**src/ccec_pkg.sv**
```systemverilog
// ----------------------------------------------------------------------------
// ccec_pkg
// Shared constants and types for the cyclic code encoder / corrector.
// ----------------------------------------------------------------------------
package ccec_pkg;

  localparam int CODE_LEN  = 15;
  localparam int DATA_LEN  = 11;
  localparam int CHECK_LEN = 4;

  localparam int GEN_W  = CHECK_LEN + 1;
  localparam int CNT_W  = $clog2(CODE_LEN);
  localparam int POS_W  = 4;
  localparam int ADDR_W = 3;
  localparam int APB_W  = 32;

  localparam logic [GEN_W-1:0] GEN_RESET = GEN_W'(19);

  // register index carried in paddr[2]
  localparam logic REG_GEN = 1'b0;

  localparam logic OP_ENCODE = 1'b0;
  localparam logic OP_DECODE = 1'b1;

  typedef enum logic [2:0] {
    ST_IDLE,
    ST_DIVIDE,
    ST_CHECK,
    ST_SEARCH,
    ST_FINISH
  } state_t;

  // control for one remainder chain
  typedef struct packed {
    logic clear;
    logic step;
    logic bit_in;
  } chain_ctrl_t;

endpackage

```
**src/ccec_if.sv**
```systemverilog
// ----------------------------------------------------------------------------
// ccec_if
// Request channels of the cyclic code block: input and result.
// ----------------------------------------------------------------------------
interface ccec_in_if;
  import ccec_pkg::*;

  logic                valid;
  logic                ready;
  logic                op;
  logic [CODE_LEN-1:0] word_in;

  modport source (output valid, output op, output word_in, input ready);
  modport sink   (input valid, input op, input word_in, output ready);
endinterface

interface ccec_out_if;
  import ccec_pkg::*;

  logic                valid;
  logic                ready;
  logic [CODE_LEN-1:0] codeword;
  logic [DATA_LEN-1:0] message_out;
  logic                error_found;
  logic [POS_W-1:0]    error_position;
  logic                uncorrectable;

  modport source (output valid, output codeword, output message_out, output error_found,
                  output error_position, output uncorrectable, input ready);
  modport sink   (input valid, input codeword, input message_out, input error_found,
                  input error_position, input uncorrectable, output ready);
endinterface

```
**src/ccec_cell.sv**
```systemverilog
// ----------------------------------------------------------------------------
// ccec_cell
// One bit of the remainder register: takes its neighbor's bit, xors in the
// generator tap when the feedback fires.
// ----------------------------------------------------------------------------
module ccec_cell (
  input  logic                  clk,
  input  ccec_pkg::chain_ctrl_t ctrl,
  input  logic                  prev,
  input  logic                  fb,
  input  logic                  tap,
  output logic                  q
);
  import ccec_pkg::*;

  logic q_next;

  always_comb begin
    q_next = q;
    if (ctrl.clear) begin
      q_next = 1'b0;
    end else if (ctrl.step) begin
      q_next = prev ^ (fb & tap);
    end
  end

  always_ff @(posedge clk) begin
    q <= q_next;
  end

endmodule

```
**src/ccec_chain.sv**
```systemverilog
// ----------------------------------------------------------------------------
// ccec_chain
// Row of remainder cells: one bit of the dividend enters per step, MSB
// first, reduced at the true degree of the generator.
// ----------------------------------------------------------------------------
module ccec_chain (
  input  logic                        clk,
  input  ccec_pkg::chain_ctrl_t       ctrl,
  input  logic [ccec_pkg::GEN_W-1:0]  gen,
  output logic [ccec_pkg::CHECK_LEN-1:0] rem
);
  import ccec_pkg::*;

  logic [CHECK_LEN:0] shifted;
  logic               fb;

  assign shifted = {rem, ctrl.bit_in};

  // feedback is the shifted bit at the highest set generator bit
  always_comb begin
    fb = 1'b0;
    for (int j = 0; j <= CHECK_LEN; j++) begin
      if (gen[j]) begin
        fb = shifted[j];
      end
    end
  end

  for (genvar j = 0; j < CHECK_LEN; j++) begin : g_cell
    ccec_cell u_cell (
      .clk  (clk),
      .ctrl (ctrl),
      .prev (shifted[j]),
      .fb   (fb),
      .tap  (gen[j]),
      .q    (rem[j])
    );
  end

endmodule

```
**src/cyclic_code_encode_correct_core.sv**
```systemverilog
// ----------------------------------------------------------------------------
// cyclic_code_encode_correct_core
// Systematic cyclic code encoder and single-bit corrector.
// ----------------------------------------------------------------------------
// Steps: encode 15 division steps, one check, one output load; decode adds
//   up to 15 search steps. The output load waits for a free result register.
// Throughput: one request at a time, taken in idle; set by the bit-serial
//   remainder chain (one codeword bit per cycle, then one position per cycle).
// Reset: rst (synchronous) returns to idle, drops the result, and loads the
//   generator with x^4+x+1.
module cyclic_code_encode_correct_core (
  input  logic                        clk,
  input  logic                        rst,
  ccec_in_if.sink                     data_in,
  ccec_out_if.source                  data_out,
  input  logic                        psel,
  input  logic                        penable,
  input  logic                        pwrite,
  input  logic [ccec_pkg::ADDR_W-1:0] paddr,
  input  logic [ccec_pkg::APB_W-1:0]  pwdata,
  output logic [ccec_pkg::APB_W-1:0]  prdata,
  output logic                        pready
);
  import ccec_pkg::*;

  localparam logic [CNT_W-1:0] CNT_LAST = CNT_W'(CODE_LEN - 1);

  state_t              state, state_next;
  logic [GEN_W-1:0]    gen;
  logic                op_q;
  logic [CODE_LEN-1:0] word;
  logic [CNT_W-1:0]    cnt;
  logic                found;
  logic                bad;
  logic [POS_W-1:0]    pos;
  logic                out_valid;

  logic                accept;
  logic                out_free;
  logic                match;
  logic                syn_zero;
  logic                load_out;
  chain_ctrl_t         syn_ctrl;
  chain_ctrl_t         pos_ctrl;
  logic [CHECK_LEN-1:0] syn_rem;
  logic [CHECK_LEN-1:0] pos_rem;

  // ---- configuration ----
  assign pready = 1'b1;
  assign prdata = APB_W'(gen);

  always_ff @(posedge clk) begin
    if (rst) begin
      gen <= GEN_RESET;
    end else if (psel && penable && pwrite && pready && paddr[2] == REG_GEN) begin
      gen <= pwdata[GEN_W-1:0];
    end
  end

  // ---- remainder chains: syndrome of the word, syndrome of x^cnt ----
  ccec_chain u_syn (
    .clk  (clk),
    .ctrl (syn_ctrl),
    .gen  (gen),
    .rem  (syn_rem)
  );

  ccec_chain u_pos (
    .clk  (clk),
    .ctrl (pos_ctrl),
    .gen  (gen),
    .rem  (pos_rem)
  );

  assign match    = (syn_rem == pos_rem);
  assign syn_zero = (syn_rem == '0);

  // ---- control ----
  assign data_in.ready = (state == ST_IDLE);
  assign accept        = data_in.valid && data_in.ready;
  assign out_free      = !out_valid || data_out.ready;

  always_comb begin
    state_next = state;
    case (state)
      ST_IDLE: begin
        if (accept) state_next = ST_DIVIDE;
      end
      ST_DIVIDE: begin
        if (cnt == '0) state_next = ST_CHECK;
      end
      ST_CHECK: begin
        if (op_q == OP_ENCODE || syn_zero) state_next = ST_FINISH;
        else                               state_next = ST_SEARCH;
      end
      ST_SEARCH: begin
        if (match || cnt == CNT_LAST) state_next = ST_FINISH;
      end
      ST_FINISH: begin
        if (out_free) state_next = ST_IDLE;
      end
      default: state_next = ST_IDLE;
    endcase
  end

  always_comb begin
    syn_ctrl.clear  = accept;
    syn_ctrl.step   = (state == ST_DIVIDE);
    syn_ctrl.bit_in = word[cnt];
    // x^0 enters on the last division step so x^0 mod g is ready at check
    pos_ctrl.clear  = accept;
    pos_ctrl.step   = (state == ST_DIVIDE) || (state == ST_SEARCH);
    pos_ctrl.bit_in = (state == ST_DIVIDE) && (cnt == '0);
    load_out        = (state == ST_FINISH) && out_free;
  end

  always_ff @(posedge clk) begin
    if (rst) begin
      state <= ST_IDLE;
    end else begin
      state <= state_next;
    end
  end

  // ---- datapath ----
  always_ff @(posedge clk) begin
    if (accept) begin
      op_q  <= data_in.op;
      found <= 1'b0;
      bad   <= 1'b0;
      pos   <= '0;
      cnt   <= CNT_LAST;
      if (data_in.op == OP_ENCODE) begin
        word <= {data_in.word_in[DATA_LEN-1:0], {CHECK_LEN{1'b0}}};
      end else begin
        word <= data_in.word_in;
      end
    end else begin
      case (state)
        ST_DIVIDE: begin
          if (cnt != '0) cnt <= cnt - 1'b1;
        end
        ST_CHECK: begin
          if (op_q == OP_ENCODE) begin
            word <= word ^ CODE_LEN'(syn_rem);
          end else if (!syn_zero) begin
            found <= 1'b1;
          end
        end
        ST_SEARCH: begin
          if (match) begin
            word <= word ^ (CODE_LEN'(1) << cnt);
            pos  <= POS_W'(cnt);
          end else if (cnt == CNT_LAST) begin
            bad <= 1'b1;
          end else begin
            cnt <= cnt + 1'b1;
          end
        end
        default: ;
      endcase
    end
  end

  // ---- result register ----
  always_ff @(posedge clk) begin
    if (rst) begin
      out_valid <= 1'b0;
    end else if (load_out) begin
      out_valid <= 1'b1;
    end else if (data_out.ready) begin
      out_valid <= 1'b0;
    end
  end

  always_ff @(posedge clk) begin
    if (load_out) begin
      data_out.codeword       <= word;
      data_out.message_out    <= word[CODE_LEN-1:CHECK_LEN];
      data_out.error_found    <= found;
      data_out.error_position <= pos;
      data_out.uncorrectable  <= bad;
    end
  end

  assign data_out.valid = out_valid;

endmodule

```
**src/flat_wrapper.sv**
```systemverilog
// flat-port wrapper written by rule: the top's interface ports become plain ports
module cyclic_code_encode_correct_core_flat import ccec_pkg::*;
  (clk, rst, psel, penable, pwrite, paddr, pwdata, prdata, pready, data_in_valid, data_in_op, data_in_word_in, data_in_ready, data_out_valid, data_out_codeword, data_out_message_out, data_out_error_found, data_out_error_position, data_out_uncorrectable, data_out_ready);
  ccec_in_if data_in_i ();
  ccec_out_if data_out_i ();
  input  logic clk;
  input  logic rst;
  input  logic psel;
  input  logic penable;
  input  logic pwrite;
  input  logic [ccec_pkg::ADDR_W-1:0] paddr;
  input  logic [ccec_pkg::APB_W-1:0] pwdata;
  output logic [ccec_pkg::APB_W-1:0] prdata;
  output logic pready;
  input wire logic [$bits(data_in_i.valid)-1:0] data_in_valid;
  input wire logic [$bits(data_in_i.op)-1:0] data_in_op;
  input wire logic [$bits(data_in_i.word_in)-1:0] data_in_word_in;
  output wire logic [$bits(data_in_i.ready)-1:0] data_in_ready;
  output wire logic [$bits(data_out_i.valid)-1:0] data_out_valid;
  output wire logic [$bits(data_out_i.codeword)-1:0] data_out_codeword;
  output wire logic [$bits(data_out_i.message_out)-1:0] data_out_message_out;
  output wire logic [$bits(data_out_i.error_found)-1:0] data_out_error_found;
  output wire logic [$bits(data_out_i.error_position)-1:0] data_out_error_position;
  output wire logic [$bits(data_out_i.uncorrectable)-1:0] data_out_uncorrectable;
  input wire logic [$bits(data_out_i.ready)-1:0] data_out_ready;
  assign data_in_i.valid = data_in_valid;
  assign data_in_i.op = data_in_op;
  assign data_in_i.word_in = data_in_word_in;
  assign data_in_ready = data_in_i.ready;
  assign data_out_valid = data_out_i.valid;
  assign data_out_codeword = data_out_i.codeword;
  assign data_out_message_out = data_out_i.message_out;
  assign data_out_error_found = data_out_i.error_found;
  assign data_out_error_position = data_out_i.error_position;
  assign data_out_uncorrectable = data_out_i.uncorrectable;
  assign data_out_i.ready = data_out_ready;
  cyclic_code_encode_correct_core u_core (.clk(clk), .rst(rst), .data_in(data_in_i), .data_out(data_out_i), .psel(psel), .penable(penable), .pwrite(pwrite), .paddr(paddr), .pwdata(pwdata), .prdata(prdata), .pready(pready));
endmodule
```
**config.mk**
```make
export PLATFORM = sky130hd
export DESIGN_NAME = cyclic_code_encode_correct_core_flat
export DESIGN_NICKNAME = d
export VERILOG_FILES = /design/src/ccec_pkg.sv /design/src/ccec_if.sv /design/src/ccec_cell.sv /design/src/ccec_chain.sv /design/src/cyclic_code_encode_correct_core.sv /design/src/flat_wrapper.sv
export SDC_FILE = /design/constraint.sdc
export NUM_CORES = 1
export LEC_CHECK = 0
export ABC_CLOCK_PERIOD_IN_PS = 7360
export BUFFER_PORTS_ARGS = -buffer_cell sky130_fd_sc_hd__buf_2
export CORE_MARGIN = 8
export CORE_UTILIZATION = 55
export CTS_BUF_LIST = sky130_fd_sc_hd__clkbuf_16
export DETAILED_ROUTE_END_ITERATION = 10
export GPL_TIMING_DRIVEN = 1
export PLACE_DENSITY = 0.86
export SETUP_SLACK_MARGIN = 0.1
export SYNTH_ARGS = -nofsm -noshare
export SYNTH_HDL_FRONTEND = slang
export SYNTH_SLANG_ARGS = --single-unit
```
**constraint.sdc**
```tcl
create_clock -name clk -period 7.36 [get_ports clk]
set_input_delay 1.472 -clock clk [delete_from_list [all_inputs] [get_ports clk]]
set_output_delay 1.472 -clock clk [all_outputs]
set_load 0.1 [all_outputs]
```
# Word level (Yosys, flattened, before mapping)
# Cells that the tools add are included.
[op_classes]
shifts = 1
eq_ne = 15
reduce_logical = 24
bitwise_logic = 22
add_sub_neg = 2
muxes = 29
n_lt_le_gt_ge = 1
[ops]
columns = ["operator", "n"]
rows = [
  ["15-bit 2-to-1 mux", 4],
  ["15-bit case mux with 2 select lines", 1],
  ["3-bit 2-to-1 mux", 5],
  ["3-bit case mux with 5 select lines", 1],
  ["1-bit by 4-bit left shift with 15-bit output, first input constant", 1],
  ["15-bit XOR", 1],
  ["15-bit by 4-bit XOR with 15-bit output", 1],
  ["1-bit 2-to-1 mux", 13],
  ["4-bit 2-to-1 mux", 3],
  ["2-bit != test, second input constant", 5],
  ["3-bit AND reduction", 3],
  ["1-bit bitwise AND", 8],
  ["4-bit logical NOT", 2],
  ["4-bit case mux with 2 select lines", 1],
  ["4-bit AND reduction", 2],
  ["1-bit XOR", 8],
  ["3-bit by 2-bit == test with 1-bit output, second input constant", 2],
  ["1-bit logical AND", 6],
  ["4-bit by 5-bit < comparator with 1-bit output, second input constant", 1],
  ["4-bit by 1-bit adder with 4-bit output, second input constant", 1],
  ["1-bit binary-select mux with 4-bit select", 1],
  ["4-bit == test", 1],
  ["4-bit == test, second input constant", 1],
  ["1-bit logical OR", 4],
  ["other kinds (13)", 18],
]
[totals]
out_inout_bits = 67
ff_bits = 75

# Depth between registers and ports, before layout
[logic_depth]
word_depth = 9
depth_mapped = 10
ltp_nobuf = 7

# Modules after synthesis
# A second synthesis with hierarchy kept.
[unflattened]
cells_unflattened = 337
area_unflattened_um2 = 3612.2
[modules_own_cells]
columns = ["module", "instances", "cells_per_inst", "area_each_um2"]
rows = [
  ["cyclic_code_encode_correct_core", 1, 283, 3069.2],
  ["ccec_cell", 8, 5, 56.3],
  ["ccec_chain", 2, 7, 46.3],
]

# Least setup slack after synthesis
# Ideal clock, no wire load.
[synth_path]
path_kind = "reg2out"
from = "register u_core.state[2]"
to = "output port data_in_ready"
stages_incl_launch_ff = 3
setup_slack_ns = 3.342
t_arrival_ns = 2.546
cell_sequence = "dfxtp_1 -> buf_2 -> nor3_1"
[synth_between]
elab_chain_len = 1
[synth_rtl]
columns = ["element", "line_no", "rtl"]
rows = [
  ["from (decl)", "cyclic_code_encode_correct_core.sv:28", "state_t state, state_next;"],
  ["from (signal assigned)", "cyclic_code_encode_correct_core.sv:121", "state <= state_next;"],
  ["3-bit logical NOT", "cyclic_code_encode_correct_core.sv:79", "assign data_in.ready = (state == ST_IDLE);"],
  ["to (decl)", "flat_wrapper.sv:18", "output wire logic [$bits(data_in_i.ready)-1:0] data_in_ready;"],
]
# No other way between the ends.

# Worst setup path in the final report
[layout_path]
from = "input port data_in_valid"
to = "register u_core.word[9] (enable)"
[layout_between]
elab_chain_len = 3
[layout_rtl]
columns = ["element", "line_no", "rtl"]
rows = [
  ["from (decl)", "flat_wrapper.sv:15", "input wire logic [$bits(data_in_i.valid)-1:0] data_in_valid;"],
  ["1-bit logical AND (*)", "cyclic_code_encode_correct_core.sv:80", "assign accept = data_in.valid && data_in.ready;"],
  ["3-bit by 1-bit != test with 1-bit output (no line), or another cell as far along", "--", ""],
  ["3-bit AND reduction (no line) (*)", "--", ""],
  ["to (signal assigned)", "cyclic_code_encode_correct_core.sv:134", "word <= {data_in.word_in[DATA_LEN-1:0], {CHECK_LEN{1'b0}}};"],
  ["to (signal assigned)", "cyclic_code_encode_correct_core.sv:136", "word <= data_in.word_in;"],
  ["to (signal assigned)", "cyclic_code_encode_correct_core.sv:145", "word <= word ^ CODE_LEN'(syn_rem);"],
  ["to (decl)", "cyclic_code_encode_correct_core.sv:31", "logic [CODE_LEN-1:0] word;"],
]
# Every way passes the cells marked *; elsewhere a longest branch is shown, timed or not.
# A chain may end at the register's enable or synchronous reset.

==> metrics.yaml <==
worst_setup_path:
  critPathLaunchType: "input pin"
  worst-path-buf-inv: 2
  cpPeakStageDelay_ps: 560
  path_cells: "buf_2, nand2_1, inv_1, or2_2"
  end_kind: "register"
  crit_start: "data_in_valid"
  worstSetupPathDepth: 4
  regToRegStartpoint: "u_core.state[2]"
  reg2regPathDepth: 4
  cp.arrival_ps: 3230
  cp.required_ps: 7400
  criticalPathCategory: "input pin to register"
  critPathSlowestCell: "or2_2"
  critPathMaxFanout: 21
  critPathTopFamily: "simple AND/OR/NAND/NOR gates"
clock_network:
  cts_resized: 0
  cts_buffers: 9
  insertion_delay_ps: 330
  ctsHoldBuffers: 0
  clkSinkCount: 64
  cts_tree: "yes"
  clockBufferDepth: 2
  htreeDepth: 3
  cts_setup_buffers: 0
  path_clk_slew_ps: 50
  cts_root_buf: "clkbuf_16"
global_route:
  grt-ovfl-total: 0
  antenna_found_initial: 0
  grt_pass1_vias: 2751
  grt_max_degree: 28
  grt_usage: 0.170
  grt_pass1_wl_microns: 13200
yosys:
  synth_ff_type: "edfxtp_1"
  ys_types: 56
  synth-seq-cells: 64
  syn_avg_cell_area_sq_um: 10.4
  synthesis.area_sq_mm: 0.00368
  yosysSeqAreaShare: 0.448
  synth_cells: 355
  yosys_warnings: 0
  async_reset_ff_frac: 0
  synth-edff-count: 37
cells_and_area:
  drive_gt1_frac: 0.234
  nFillCells: 528
  nets: 454
  area_delta_synth_final_pct: 8.97
  diodes: 0
floorplan:
  die_h_microns: 97.8
  die-area_sq_mm: 0.00957
  start_util: 0.554
  core_sq_mm: 0.00664
  rows: 30
  io_pins: 125
  die_x_microns: 97.8
route:
  via_count: 2744
  drc: 0
  drt_iter0_drc: 188
  wl_per_cell_microns: 17.1
  vias_per_cell: 5.74
  drt_wl_total_microns: 8180
  drtPass1Iterations: 5
  ant_nets: 0
timing:
  fin_skew_ps: 6.19
  post-route-period-util: 0.433
  slew_viol_final: 0
  final_hold_viol_count: 0
  setup_viol: 0
  period_needed_ps: 3190
  worst_pin_slew_ps: 1270
  hold_ws_ps: 437
  fin_setup_tns_ps: 0
  timing.fmax_mhz: 314
  maxSlewHeadroom: 0.150
  rsz0062_at_grt: "false"
hold_path:
  hp-class: "register to register"
  hp-start: "u_core.pos[3]"
  min_path_cells: 0
pwr:
  p_leak_uw: 0.00162
  powerDensity_mw_per_mm2: 379
  ir_drop_mv: 0.154
placement:
  io_buffer_count: 67
  dp_hpwl_microns: 5810
  gp_congestion: 0.863
job:
  cap_violations: 0
status:
  outcome: "completed"
[layout make-up]
type                            instances  area [sq um]  area share
Sequential cell                        64          1650       0.411
Multi-Input combinational cell        243          1610       0.401
Timing Repair Buffer                   67           335      0.0835
Clock buffer                            9           225      0.0561
Tap cell                               80           100      0.0249
Clock inverter                          7          62.6      0.0156
Inverter                                8          30.0     0.00748
[cells by family (layout without fill, tap and decap cells)]
group	after synthesis	in the layout	synth area share
other	2	28	0.00204
AND/OR/NAND/NOR	98	98	0.144
buffers and inverters	74	91	0.141
adder cells (fa/ha/maj)	3	3	0.0122
multiplexers	27	27	0.0839
XOR/XNOR	24	24	0.0571
flip-flops	64	64	0.448
AO/OA/AOI/OAI	63	63	0.111
[placed cells by master, fill, tap and decap left out, drive strengths merged, types with 3 or more instances in the layout]
master,netlist,final
clkinv,0,4
nand2b,7,7
nor4,5,5
nand2,20,20
nand3b,3,3
o21ai,17,17
nor2,29,29
edfxtp,37,37
a21oi,14,14
nor3b,3,3
xnor2,14,14
dfxtp,27,27
o22ai,11,11
buf,54,67
nor3,10,10
conb,2,28
nor2b,3,3
mux2i,23,23
xor2,10,10
a211o,4,4
clkbuf,12,9
and3,3,3
mux4,3,3
inv,8,8
nand3,5,5
[routing by layer]
metal  global-route usage  part of all wire
met1                0.183              0.38
met2                0.297              0.51
met3               0.0420             0.085
met4               0.0971             0.027
met5                    0                 0
[through the flow]
step           total power, uW  setup slack [ps]   util  instance area [sq um]  cells
6_report                  1520              4170  0.604                   4010    478
5_1_grt                   1590              4040  0.604                   4010    478
4_1_cts                   1520              4160  0.604                   4010    478
3_5_place_dp              1110              3830  0.561                   3730    462
3_3_place_gp              1080              3840  0.561                   3730    462
2_1_floorplan             1050              3340      -                   3780    381
[worst register-to-register path, delay by kind of cell (launching register included)]
| family | cells | cell delay [ps] |
|---|---|---|
| and+or+nand+nor | 3 | 1250 |
| DFF | 1 | 550 |
| buffers and inverters | 1 | 520 |
[sequential cells by signal, indices dropped and copies added (netlist names), 3 cells and up]
name / count
u_core.data_out.codeword: 4
u_core.cnt: 4
u_core.state: 3
u_core.u_pos.g_cell.u_cell.q: 4
u_core.u_syn.g_cell.u_cell.q: 4
u_core.data_out.message_out: 11
u_core.word: 15
u_core.data_out.error_position: 4
u_core.pos: 4
u_core.gen: 5
[report_power, final]
part | switching (uW) | internal, uW
clock | 149 | 258
combinational | 365 | 171
sequential | 112 | 465
[path summary, 6_finish.rpt]
check / endpoint / slack (ps)
worst max-delay path: u_core.word[9] / 4170
worst min-delay path: u_core.data_out.error_position[3] / 440
worst max register to register: u_core.word[9] / 4770
worst min register to register: u_core.data_out.error_position[3] / 440
[Yosys cell counts, drive strengths merged (7+ instances only)]
| cell | instances | area, sq um |
|---|---|---|
| dfxtp | 27 | 541 |
| o21ai | 17 | 85.1 |
| nor3 | 10 | 55.1 |
| a21oi | 14 | 70.1 |
| nand2b | 7 | 43.8 |
| buf | 54 | 415 |
| nor2 | 29 | 109 |
| inv | 8 | 30.0 |
| edfxtp | 37 | 1110 |
| nand2 | 20 | 75.1 |
| o22ai | 11 | 68.8 |
| clkbuf | 12 | 75.1 |
| mux2i | 23 | 230 |
| xnor2 | 14 | 123 |
| xor2 | 10 | 87.6 |
(Power assumes the default switching activity.)
